**src/rtl/tfmc_pkg.sv**
```systemverilog
// Shared types and constants for the turn-follow mode controller.
package tfmc_pkg;

    localparam int YAW_W   = 16;
    localparam int THR_W   = 15;
    localparam int CNT_W   = 8;
    localparam int SCALE_W = 9;
    localparam int NUM_W   = 16;
    localparam int CFG_IDX_W  = 8;
    localparam int CFG_DATA_W = 16;

    // Consecutive invalid gate frames that end a turn.
    localparam logic [1:0] INVALID_LIMIT = 2'd3;

    localparam logic [1:0] MODE_STAB    = 2'd0;
    localparam logic [1:0] MODE_TURN    = 2'd1;
    localparam logic [1:0] MODE_RECOVER = 2'd2;

    localparam logic [CFG_IDX_W-1:0] REG_ENTER_THR = 8'd0;
    localparam logic [CFG_IDX_W-1:0] REG_EXIT_THR  = 8'd1;
    localparam logic [CFG_IDX_W-1:0] REG_HOLD      = 8'd2;
    localparam logic [CFG_IDX_W-1:0] REG_RECOVERY  = 8'd3;

    localparam logic [SCALE_W-1:0] SCALE_FULL = 9'd256;
    localparam logic [SCALE_W-1:0] SCALE_NONE = 9'd0;

    typedef struct packed {
        logic load;      // take the input beat and update the mode state
        logic div_step;  // one restoring-division step
        logic out_load;  // move the finished result into the output register
    } tfmc_cmd_t;

    typedef struct packed {
        logic recover_next;  // the beat being taken lands in recover
    } tfmc_status_t;

endpackage

```
**src/rtl/tfmc_ctrl.sv**
```systemverilog
// Sequencer: input handshake, divide step counting and output register valid.
module tfmc_ctrl
    import tfmc_pkg::*;
(
    input  logic         clk,
    input  logic         rst_n,
    input  logic         in_valid,
    output logic         in_stall,
    output logic         out_valid,
    input  logic         out_stall,
    input  tfmc_status_t status,
    output tfmc_cmd_t    cmd
);

    localparam logic [1:0] ST_IDLE = 2'd0;
    localparam logic [1:0] ST_DIV  = 2'd1;
    localparam logic [1:0] ST_DONE = 2'd2;

    localparam int STEP_W = $clog2(NUM_W);
    localparam logic [STEP_W-1:0] LAST_STEP = STEP_W'(NUM_W - 1);

    logic [1:0]        state_reg, state_next;
    logic [STEP_W-1:0] step_reg, step_next;
    logic              out_valid_reg, out_valid_next;

    always_comb
    begin
        state_next     = state_reg;
        step_next      = step_reg;
        cmd            = '0;
        out_valid_next = out_valid_reg && out_stall;
        case (state_reg)
            ST_IDLE:
            begin
                if (in_valid)
                begin
                    cmd.load   = 1'b1;
                    step_next  = '0;
                    state_next = status.recover_next ? ST_DIV : ST_DONE;
                end
            end
            ST_DIV:
            begin
                cmd.div_step = 1'b1;
                step_next    = step_reg + 1'b1;
                if (step_reg == LAST_STEP)
                begin
                    state_next = ST_DONE;
                end
            end
            ST_DONE:
            begin
                // The output register frees up in the same cycle its beat is taken.
                if (!out_valid_reg || !out_stall)
                begin
                    cmd.out_load   = 1'b1;
                    out_valid_next = 1'b1;
                    state_next     = ST_IDLE;
                end
            end
            default:
            begin
                state_next = ST_IDLE;
            end
        endcase
    end

    always_ff @(posedge clk or negedge rst_n)
    begin
        if (!rst_n)
        begin
            state_reg     <= ST_IDLE;
            step_reg      <= '0;
            out_valid_reg <= 1'b0;
        end
        else
        begin
            state_reg     <= state_next;
            step_reg      <= step_next;
            out_valid_reg <= out_valid_next;
        end
    end

    assign in_stall  = (state_reg != ST_IDLE);
    assign out_valid = out_valid_reg;

endmodule

```
**src/rtl/tfmc_dp.sv**
```systemverilog
// Datapath: config registers, mode state update, ramp divider and output register.
module tfmc_dp
    import tfmc_pkg::*;
(
    input  logic                  clk,
    input  logic                  rst_n,
    input  logic                  cfg_wr,
    input  logic [CFG_IDX_W-1:0]  cfg_index,
    input  logic [CFG_DATA_W-1:0] cfg_data,
    input  logic                  gate_ok,
    input  logic signed [YAW_W-1:0] yaw_rate,
    input  tfmc_cmd_t             cmd,
    output tfmc_status_t          status,
    output logic [1:0]            mode,
    output logic                  turn_entered,
    output logic [SCALE_W-1:0]    corr_weight
);

    logic [THR_W-1:0] enter_thr_reg, exit_thr_reg;
    logic [CNT_W-1:0] hold_reg, recovery_reg;

    logic [1:0]       mode_reg, mode_next;
    logic [CNT_W-1:0] enter_cnt_reg, enter_cnt_next;
    logic [CNT_W-1:0] exit_cnt_reg, exit_cnt_next;
    logic [1:0]       inv_cnt_reg, inv_cnt_next;
    logic [CNT_W-1:0] left_reg, left_next;

    logic [1:0]       res_mode_reg;
    logic             res_entered_reg;
    logic [NUM_W-1:0] quo_reg;
    logic [CNT_W-1:0] rem_reg;
    logic [CNT_W-1:0] den_reg;

    logic [1:0]         out_mode_reg;
    logic               out_entered_reg;
    logic [SCALE_W-1:0] out_scale_reg;

    logic [YAW_W:0]   mag;
    logic             above_enter, below_exit;
    logic [CNT_W-1:0] hold_eff, total;
    logic [CNT_W-1:0] enter_inc, exit_inc, left_dec, left_clip;
    logic [1:0]       inv_inc;
    logic [NUM_W-1:0] num_init;
    logic [CNT_W:0]   trial;
    logic             fits;
    logic [SCALE_W-1:0] scale_sel;

    // Magnitude is one bit wider so that the most negative rate stays above every threshold.
    assign mag    = yaw_rate[YAW_W-1] ? ((YAW_W+1)'(~yaw_rate) + 1'b1)
                                      : {1'b0, yaw_rate};
    assign above_enter = gate_ok && (mag >= {2'b00, enter_thr_reg});
    assign below_exit  = mag <= {2'b00, exit_thr_reg};

    assign hold_eff  = (hold_reg == '0) ? CNT_W'(1) : hold_reg;
    assign total     = (recovery_reg == '0) ? CNT_W'(1) : recovery_reg;
    assign enter_inc = (enter_cnt_reg == '1) ? enter_cnt_reg : enter_cnt_reg + 1'b1;
    assign exit_inc  = (exit_cnt_reg == '1) ? exit_cnt_reg : exit_cnt_reg + 1'b1;
    assign inv_inc   = (inv_cnt_reg == '1) ? inv_cnt_reg : inv_cnt_reg + 1'b1;
    assign left_dec  = (left_reg == '0) ? left_reg : left_reg - 1'b1;

    always_comb
    begin
        mode_next      = mode_reg;
        enter_cnt_next = enter_cnt_reg;
        exit_cnt_next  = exit_cnt_reg;
        inv_cnt_next   = inv_cnt_reg;
        left_next      = left_reg;
        case (mode_reg)
            MODE_TURN:
            begin
                if (!gate_ok)
                begin
                    exit_cnt_next = '0;
                    inv_cnt_next  = inv_inc;
                    if (inv_inc >= INVALID_LIMIT)
                    begin
                        mode_next    = MODE_RECOVER;
                        left_next    = total;
                        inv_cnt_next = '0;
                    end
                end
                else
                begin
                    inv_cnt_next = '0;
                    if (below_exit)
                    begin
                        exit_cnt_next = exit_inc;
                        if (exit_inc >= hold_eff)
                        begin
                            mode_next     = MODE_RECOVER;
                            left_next     = total;
                            exit_cnt_next = '0;
                        end
                    end
                    else
                    begin
                        exit_cnt_next = '0;
                    end
                end
            end
            MODE_RECOVER:
            begin
                inv_cnt_next = '0;
                if (above_enter)
                begin
                    mode_next      = MODE_TURN;
                    enter_cnt_next = '0;
                    exit_cnt_next  = '0;
                    left_next      = '0;
                end
                else
                begin
                    left_next = left_dec;
                    if (left_dec == '0)
                    begin
                        mode_next = MODE_STAB;
                    end
                end
            end
            default:
            begin
                // Stabilize, and the unused code treated the same way.
                mode_next    = MODE_STAB;
                inv_cnt_next = '0;
                if (above_enter)
                begin
                    enter_cnt_next = enter_inc;
                    if (enter_inc >= hold_eff)
                    begin
                        mode_next      = MODE_TURN;
                        enter_cnt_next = '0;
                        exit_cnt_next  = '0;
                        left_next      = '0;
                    end
                end
                else
                begin
                    enter_cnt_next = '0;
                end
            end
        endcase
    end

    assign status.recover_next = (mode_next == MODE_RECOVER);

    // Ramp numerator (T - L) * 256 + T / 2, divided by T one quotient bit per cycle.
    assign left_clip = (left_next > total) ? total : left_next;
    assign num_init  = {total - left_clip, CNT_W'(0)} + NUM_W'(total[CNT_W-1:1]);
    assign trial     = {rem_reg, quo_reg[NUM_W-1]};
    assign fits      = trial >= {1'b0, den_reg};

    always_ff @(posedge clk or negedge rst_n)
    begin
        if (!rst_n)
        begin
            enter_thr_reg <= '0;
            exit_thr_reg  <= '0;
            hold_reg      <= CNT_W'(1);
            recovery_reg  <= CNT_W'(1);
            mode_reg      <= MODE_STAB;
            enter_cnt_reg <= '0;
            exit_cnt_reg  <= '0;
            inv_cnt_reg   <= '0;
            left_reg      <= '0;
        end
        else
        begin
            if (cfg_wr)
            begin
                case (cfg_index)
                    REG_ENTER_THR: enter_thr_reg <= cfg_data[THR_W-1:0];
                    REG_EXIT_THR:  exit_thr_reg  <= cfg_data[THR_W-1:0];
                    REG_HOLD:      hold_reg      <= cfg_data[CNT_W-1:0];
                    REG_RECOVERY:  recovery_reg  <= cfg_data[CNT_W-1:0];
                    default:       ;
                endcase
            end
            if (cmd.load)
            begin
                mode_reg      <= mode_next;
                enter_cnt_reg <= enter_cnt_next;
                exit_cnt_reg  <= exit_cnt_next;
                inv_cnt_reg   <= inv_cnt_next;
                left_reg      <= left_next;
            end
        end
    end

    always_ff @(posedge clk)
    begin
        if (cmd.load)
        begin
            res_mode_reg    <= mode_next;
            res_entered_reg <= (mode_next == MODE_TURN) && (mode_reg != MODE_TURN);
            quo_reg         <= num_init;
            rem_reg         <= '0;
            den_reg         <= total;
        end
        else if (cmd.div_step)
        begin
            quo_reg <= {quo_reg[NUM_W-2:0], fits};
            rem_reg <= fits ? CNT_W'(trial - {1'b0, den_reg}) : trial[CNT_W-1:0];
        end
    end

    always_comb
    begin
        case (res_mode_reg)
            MODE_TURN:    scale_sel = SCALE_NONE;
            MODE_RECOVER: scale_sel = quo_reg[SCALE_W-1:0];
            default:      scale_sel = SCALE_FULL;
        endcase
    end

    always_ff @(posedge clk)
    begin
        if (cmd.out_load)
        begin
            out_mode_reg    <= res_mode_reg;
            out_entered_reg <= res_entered_reg;
            out_scale_reg   <= scale_sel;
        end
    end

    assign mode         = out_mode_reg;
    assign turn_entered = out_entered_reg;
    assign corr_weight  = out_scale_reg;

endmodule

```
**src/rtl/turn_follow_mode_controller_top.sv**
```systemverilog
// Top level of the turn-follow mode controller.
//
// One input beat per video frame carries gate_ok and a signed yaw_rate; the
// block answers every input beat with exactly one output beat holding mode,
// turn_entered and corr_weight. Both streams use valid/stall: a beat
// moves on a rising edge with valid high and stall low.
// A frame that ends in stabilize or turn follow moves its result to the output
// register once that register is free. A frame that ends in recover first runs
// the ramp divide, a restoring divider that makes one quotient bit per cycle,
// and then moves its result on the same way. One frame is worked at a time, so
// no new input beat is taken until the last frame's result is in the output register.
// The output register holds a finished beat while the next frame is worked;
// when the receiver stalls, that next result waits and input stays stalled.
// Configuration writes (cfg_index 0 to 3) are always ready; other indexes are dropped.
// The user must make writes while the block is idle; the block does not enforce this.
// Reset returns thresholds to zero, hold and recovery lengths to one, mode to stabilize.
module turn_follow_mode_controller_top
    import tfmc_pkg::*;
(
    input  logic                    clk,
    input  logic                    rst_n,
    input  logic                    cfg_valid,
    output logic                    cfg_ready,
    input  logic [CFG_IDX_W-1:0]    cfg_index,
    input  logic [CFG_DATA_W-1:0]   cfg_data,
    input  logic                    in_valid,
    output logic                    in_stall,
    input  logic                    gate_ok,
    input  logic signed [YAW_W-1:0] yaw_rate,
    output logic                    out_valid,
    input  logic                    out_stall,
    output logic [1:0]              mode,
    output logic                    turn_entered,
    output logic [SCALE_W-1:0]      corr_weight
);

    tfmc_cmd_t    cmd;
    tfmc_status_t status;

    assign cfg_ready = 1'b1;

    tfmc_ctrl u_ctrl (
        .clk       (clk),
        .rst_n     (rst_n),
        .in_valid  (in_valid),
        .in_stall  (in_stall),
        .out_valid (out_valid),
        .out_stall (out_stall),
        .status    (status),
        .cmd       (cmd)
    );

    tfmc_dp u_dp (
        .clk          (clk),
        .rst_n        (rst_n),
        .cfg_wr       (cfg_valid && cfg_ready),
        .cfg_index    (cfg_index),
        .cfg_data     (cfg_data),
        .gate_ok      (gate_ok),
        .yaw_rate     (yaw_rate),
        .cmd          (cmd),
        .status       (status),
        .mode         (mode),
        .turn_entered (turn_entered),
        .corr_weight  (corr_weight)
    );

    // A taken frame blocks the input until its result reaches the output register.
    a_busy_after_accept: assert property (@(posedge clk) disable iff (!rst_n)
        (in_valid && !in_stall) |=> in_stall)
        else $error("input not stalled after a frame was taken");

    a_entered_in_turn: assert property (@(posedge clk) disable iff (!rst_n)
        (out_valid && turn_entered) |-> (mode == MODE_TURN))
        else $error("turn entry flagged outside turn follow");

    a_turn_scale: assert property (@(posedge clk) disable iff (!rst_n)
        (out_valid && mode == MODE_TURN) |-> (corr_weight == SCALE_NONE))
        else $error("nonzero correction in turn follow");

    a_stab_scale: assert property (@(posedge clk) disable iff (!rst_n)
        (out_valid && mode == MODE_STAB) |-> (corr_weight == SCALE_FULL))
        else $error("partial correction in stabilize");

endmodule

```
**config.mk**
```make
export PLATFORM = sky130hd
export DESIGN_NAME = turn_follow_mode_controller_top
export DESIGN_NICKNAME = d
export VERILOG_FILES = /design/src/rtl/tfmc_pkg.sv /design/src/rtl/tfmc_ctrl.sv /design/src/rtl/tfmc_dp.sv /design/src/rtl/turn_follow_mode_controller_top.sv
export SDC_FILE = /design/constraint.sdc
export NUM_CORES = 1
export LEC_CHECK = 0
export ABC_AREA = 1
export BUFFER_PORTS_ARGS = -buffer_cell sky130_fd_sc_hd__buf_2
export CORE_ASPECT_RATIO = 0.6
export CORE_MARGIN = 8
export CORE_UTILIZATION = 59
export CTS_CLUSTER_SIZE = 28
export DETAILED_ROUTE_END_ITERATION = 8
export HOLD_SLACK_MARGIN = 0.08
export PLACE_DENSITY_LB_ADDON = 0.2
export REMOVE_ABC_BUFFERS = 1
export SYNTH_ARGS = -nofsm -noshare
export SYNTH_HDL_FRONTEND = slang
export SYNTH_SLANG_ARGS = --single-unit
```
**constraint.sdc**
```tcl
create_clock -name clk -period 6.6 [get_ports clk]
set_input_delay 0 -clock clk [delete_from_list [all_inputs] [get_ports clk]]
set_output_delay 0 -clock clk [all_outputs]
set_load 0.05 [all_outputs]
```
==> run_results.csv <==
group,metric,value,unit
run_status,status,"finished clean",
setup_path,crit_path_start,"u_dp.exit_cnt_reg[0]",
routing,dr.first_iter.drc_count,917,
clock_network,htreeDepth,4,
timing,setup_ws,0.552,ns
setup_path,cp-endpoint,"u_dp.quo_reg[15]",
setup_path,rr_worst_depth,38,
layout,mostFrequentLayoutCells,"nand2_1 (249), inv_1 (179), o21ai_0 (116), dfrtp_1 (79), ha_1 (77)",
setup_path,cp.arrival,6.22,ns
setup_path,slowest_delay,0.37,ns
flow_run,cap_violations,0,
routing,post_drt_wl_per_cell,15.6,µm
yosys,ys_seq_elements,128,
worst_hold_path,hold_path_class,"input port to register",
clock_network,cts_buffers,17,
grt,grt_max_degree,82,
yosys,synthCells,1113,
timing,holdWs,0.211,ns
pwr,power_leakage,4.69,nW
layout,fin_cells,1386,
floorplan,core-area,14300,µm²
setup_path,slowest_stage,"dfrtp_1",
clock_network,cts_root_buf,"clkbuf_16",
routing,via_per_inst,5.46,
setup_path,cp-start-kind,"register",
clock_network,cts_sinks,128,
routing,drc,0,
place,placed_area,8940,µm²
timing,tightestPinTransition,1.22,ns
routing,drtAntennaViolNets,0,
clock_network,clkSlewWorstSetupHoldPaths,0.06,ns
layout,final_area,9790,µm²
place,dp.cells,1336,
place,post-place-ws,0.0928,ns
pwr,powerDensity,394,nW/µm²
setup_path,cp_max_fo,14,
routing,wl,21600,µm
yosys,netlist-cell-type-count,47,
timing,relSlewSlack,18.8,%
floorplan,die_w,171,µm
timing,fin_crit,6.05,ns
setup_path,crit_required,6.77,ns
layout,diodes,0,
timing,setup_viol,0,
layout,largest_reg_flops,16,
yosys,yosysWarnings,0,
setup_path,crit_type,"register to register",
grt,overflow,0,
timing,hold_viol_final,0,
routing,dr.pass1.iters,6,
place,io_buffers,58,
pwr,ir_drop,397,µV
yosys,syn_area_per_cell,7.66,µm²
floorplan,chipHeight,109,µm
setup_path,cp_common_cell,"nand2_1",
timing,fmax,165,MHz
setup_path,end_kind,"register",
routing,vias,7564,
timing,drv_slew,0,
grt,grt_usage,23.8,%
grt,grt_pass1_vias,6984,
timing,fin_crit_sh,91.6,%
yosys,syn_area,8530,µm²
yosys,ys_dominant_reg_cell,"dfrtp_1",
floorplan,fp.dieArea,18700,µm²
clock_network,cts_tree,"yes",
floorplan,start_util,59.7,%
floorplan,num_rows,34,
grt,grt_pass1_wl,35100,µm
floorplan,ios,61,
place,hpwl,15500,µm
layout,nets,1300,
pwr,p_total,3.86,mW
setup_path,r2r_start,"u_dp.exit_cnt_reg[0]",
clock_network,clockBufferDepth,2,
layout,final_common_cell,"nand2_1",
place,gp_congestion,0.970,
clock_network,clock_latency,0.42,ns
setup_path,reg2reg_slack,0.55,ns
layout,area_delta_synth_final,14.8,%
yosys,synth-edff-count,39,
layout,final_util,68.5,%
worst_hold_path,whs_path_depth,3,
setup_path,r2r-end,"u_dp.quo_reg[15]",
yosys,ys_seq_area_share,39.4,%
layout,drive_gt1_share,10.4,%
timing,fin_tns_setup,0,ns
grt,antenna_found_initial,0,
timing,fin_skew,0.0140,ns
yosys,async_flop_share,63.3,%
repair_timing:
action                                  in CTS  in global routing
endpoints found under the setup margin       1                  4
buffers inserted                             0                  0
resized for setup                            1                  7
hold buffers                                18                  0
gates cloned                                 0                  0
endpoints found under the hold margin      128                  0
per-layer routing:
| layer | vias to the layer above | global-route usage [%] | part of all wire [%] |
|---|---|---|---|
| met5 | - | 0 | 0 |
| met4 | 0 | 5.44 | 0.96 |
| met3 | 20 | 4.63 | 8.6 |
| met2 | 305 | 33.7 | 40 |
| met1 | 3469 | 36.4 | 50 |
| li1 | 3770 | - | - |
cell families (layout without fill, tap and decap cells):
logic type	Yosys count	count (layout)	share of synthesized area, %
AOI/OAI and AO/OA	232	232	14.6
xor gates and xnor gates	31	31	3.18
and+or+nand+nor	418	418	21.0
DFF	128	128	39.4
other	1	1	0.0440
buffers and inverters	224	299	10.0
adders and majority gates	79	79	11.8
cell usage after synthesis (4+ instances only):
cell        n  share of area, %
nand2_1   251                11
inv_1     179               7.9
o21ai_0   116               6.8
dfrtp_1    79                23
ha_1       77                11
nor2_1     67               2.9
a21oi_1    54               3.2
nand3_1    49               2.9
edfxtp_1   39                14
clkbuf_1   29               1.3
o21ai_1    28               1.6
xor2_1     24               2.5
nand4_1    15               1.1
nor3_1     11              0.65
inv_2       9              0.40
o211ai_1    9              0.79
o22ai_1     9              0.66
dfxtp_1     8               1.9
xnor2_1     7              0.72
or2_2       5              0.37
buf_2       4              0.23
nor4_1      4              0.29
o21a_1      4              0.35
worst max-delay path, delay by kind of cell, from the launching register on:
| family | cells | cell delay (ns) |
|---|---|---|
| DFF | 1 | 0.37 |
| and+or+nand+nor | 16 | 2.03 |
| buffers and inverters | 2 | 0.14 |
| adders and majority gates | 4 | 0.99 |
| AOI/OAI and AO/OA | 16 | 2.26 |
power breakdown:
part           total, mW  internal [mW]  switching (mW)
registers           1.12           1.01           0.110
logic               1.72          0.566            1.16
clock network       1.02          0.640           0.377
cell type report:
class	count	area (µm²)
fill	1202	4500
tap	198	248
clock buffer	18	429
multi-input combinational	761	4360
sequential	128	3360
clock inverter	14	203
inverter	189	709
timing repair buffer	78	488
worst min path at each step:
| stage | from | to |
|---|---|---|
| 2_1_floorplan | rst_n | u_ctrl.out_valid |
| 3_5_place_dp | rst_n | u_dp.exit_thr_reg[13] |
| 3_3_place_gp | rst_n | u_dp.exit_thr_reg[13] |
| 4_1_cts | gate_ok | u_dp.enter_cnt_reg[2] |
| 6_report | gate_ok | u_dp.enter_cnt_reg[2] |
| 5_1_grt | gate_ok | u_dp.enter_cnt_reg[0] |
Power figures use the tool's default switching activity.
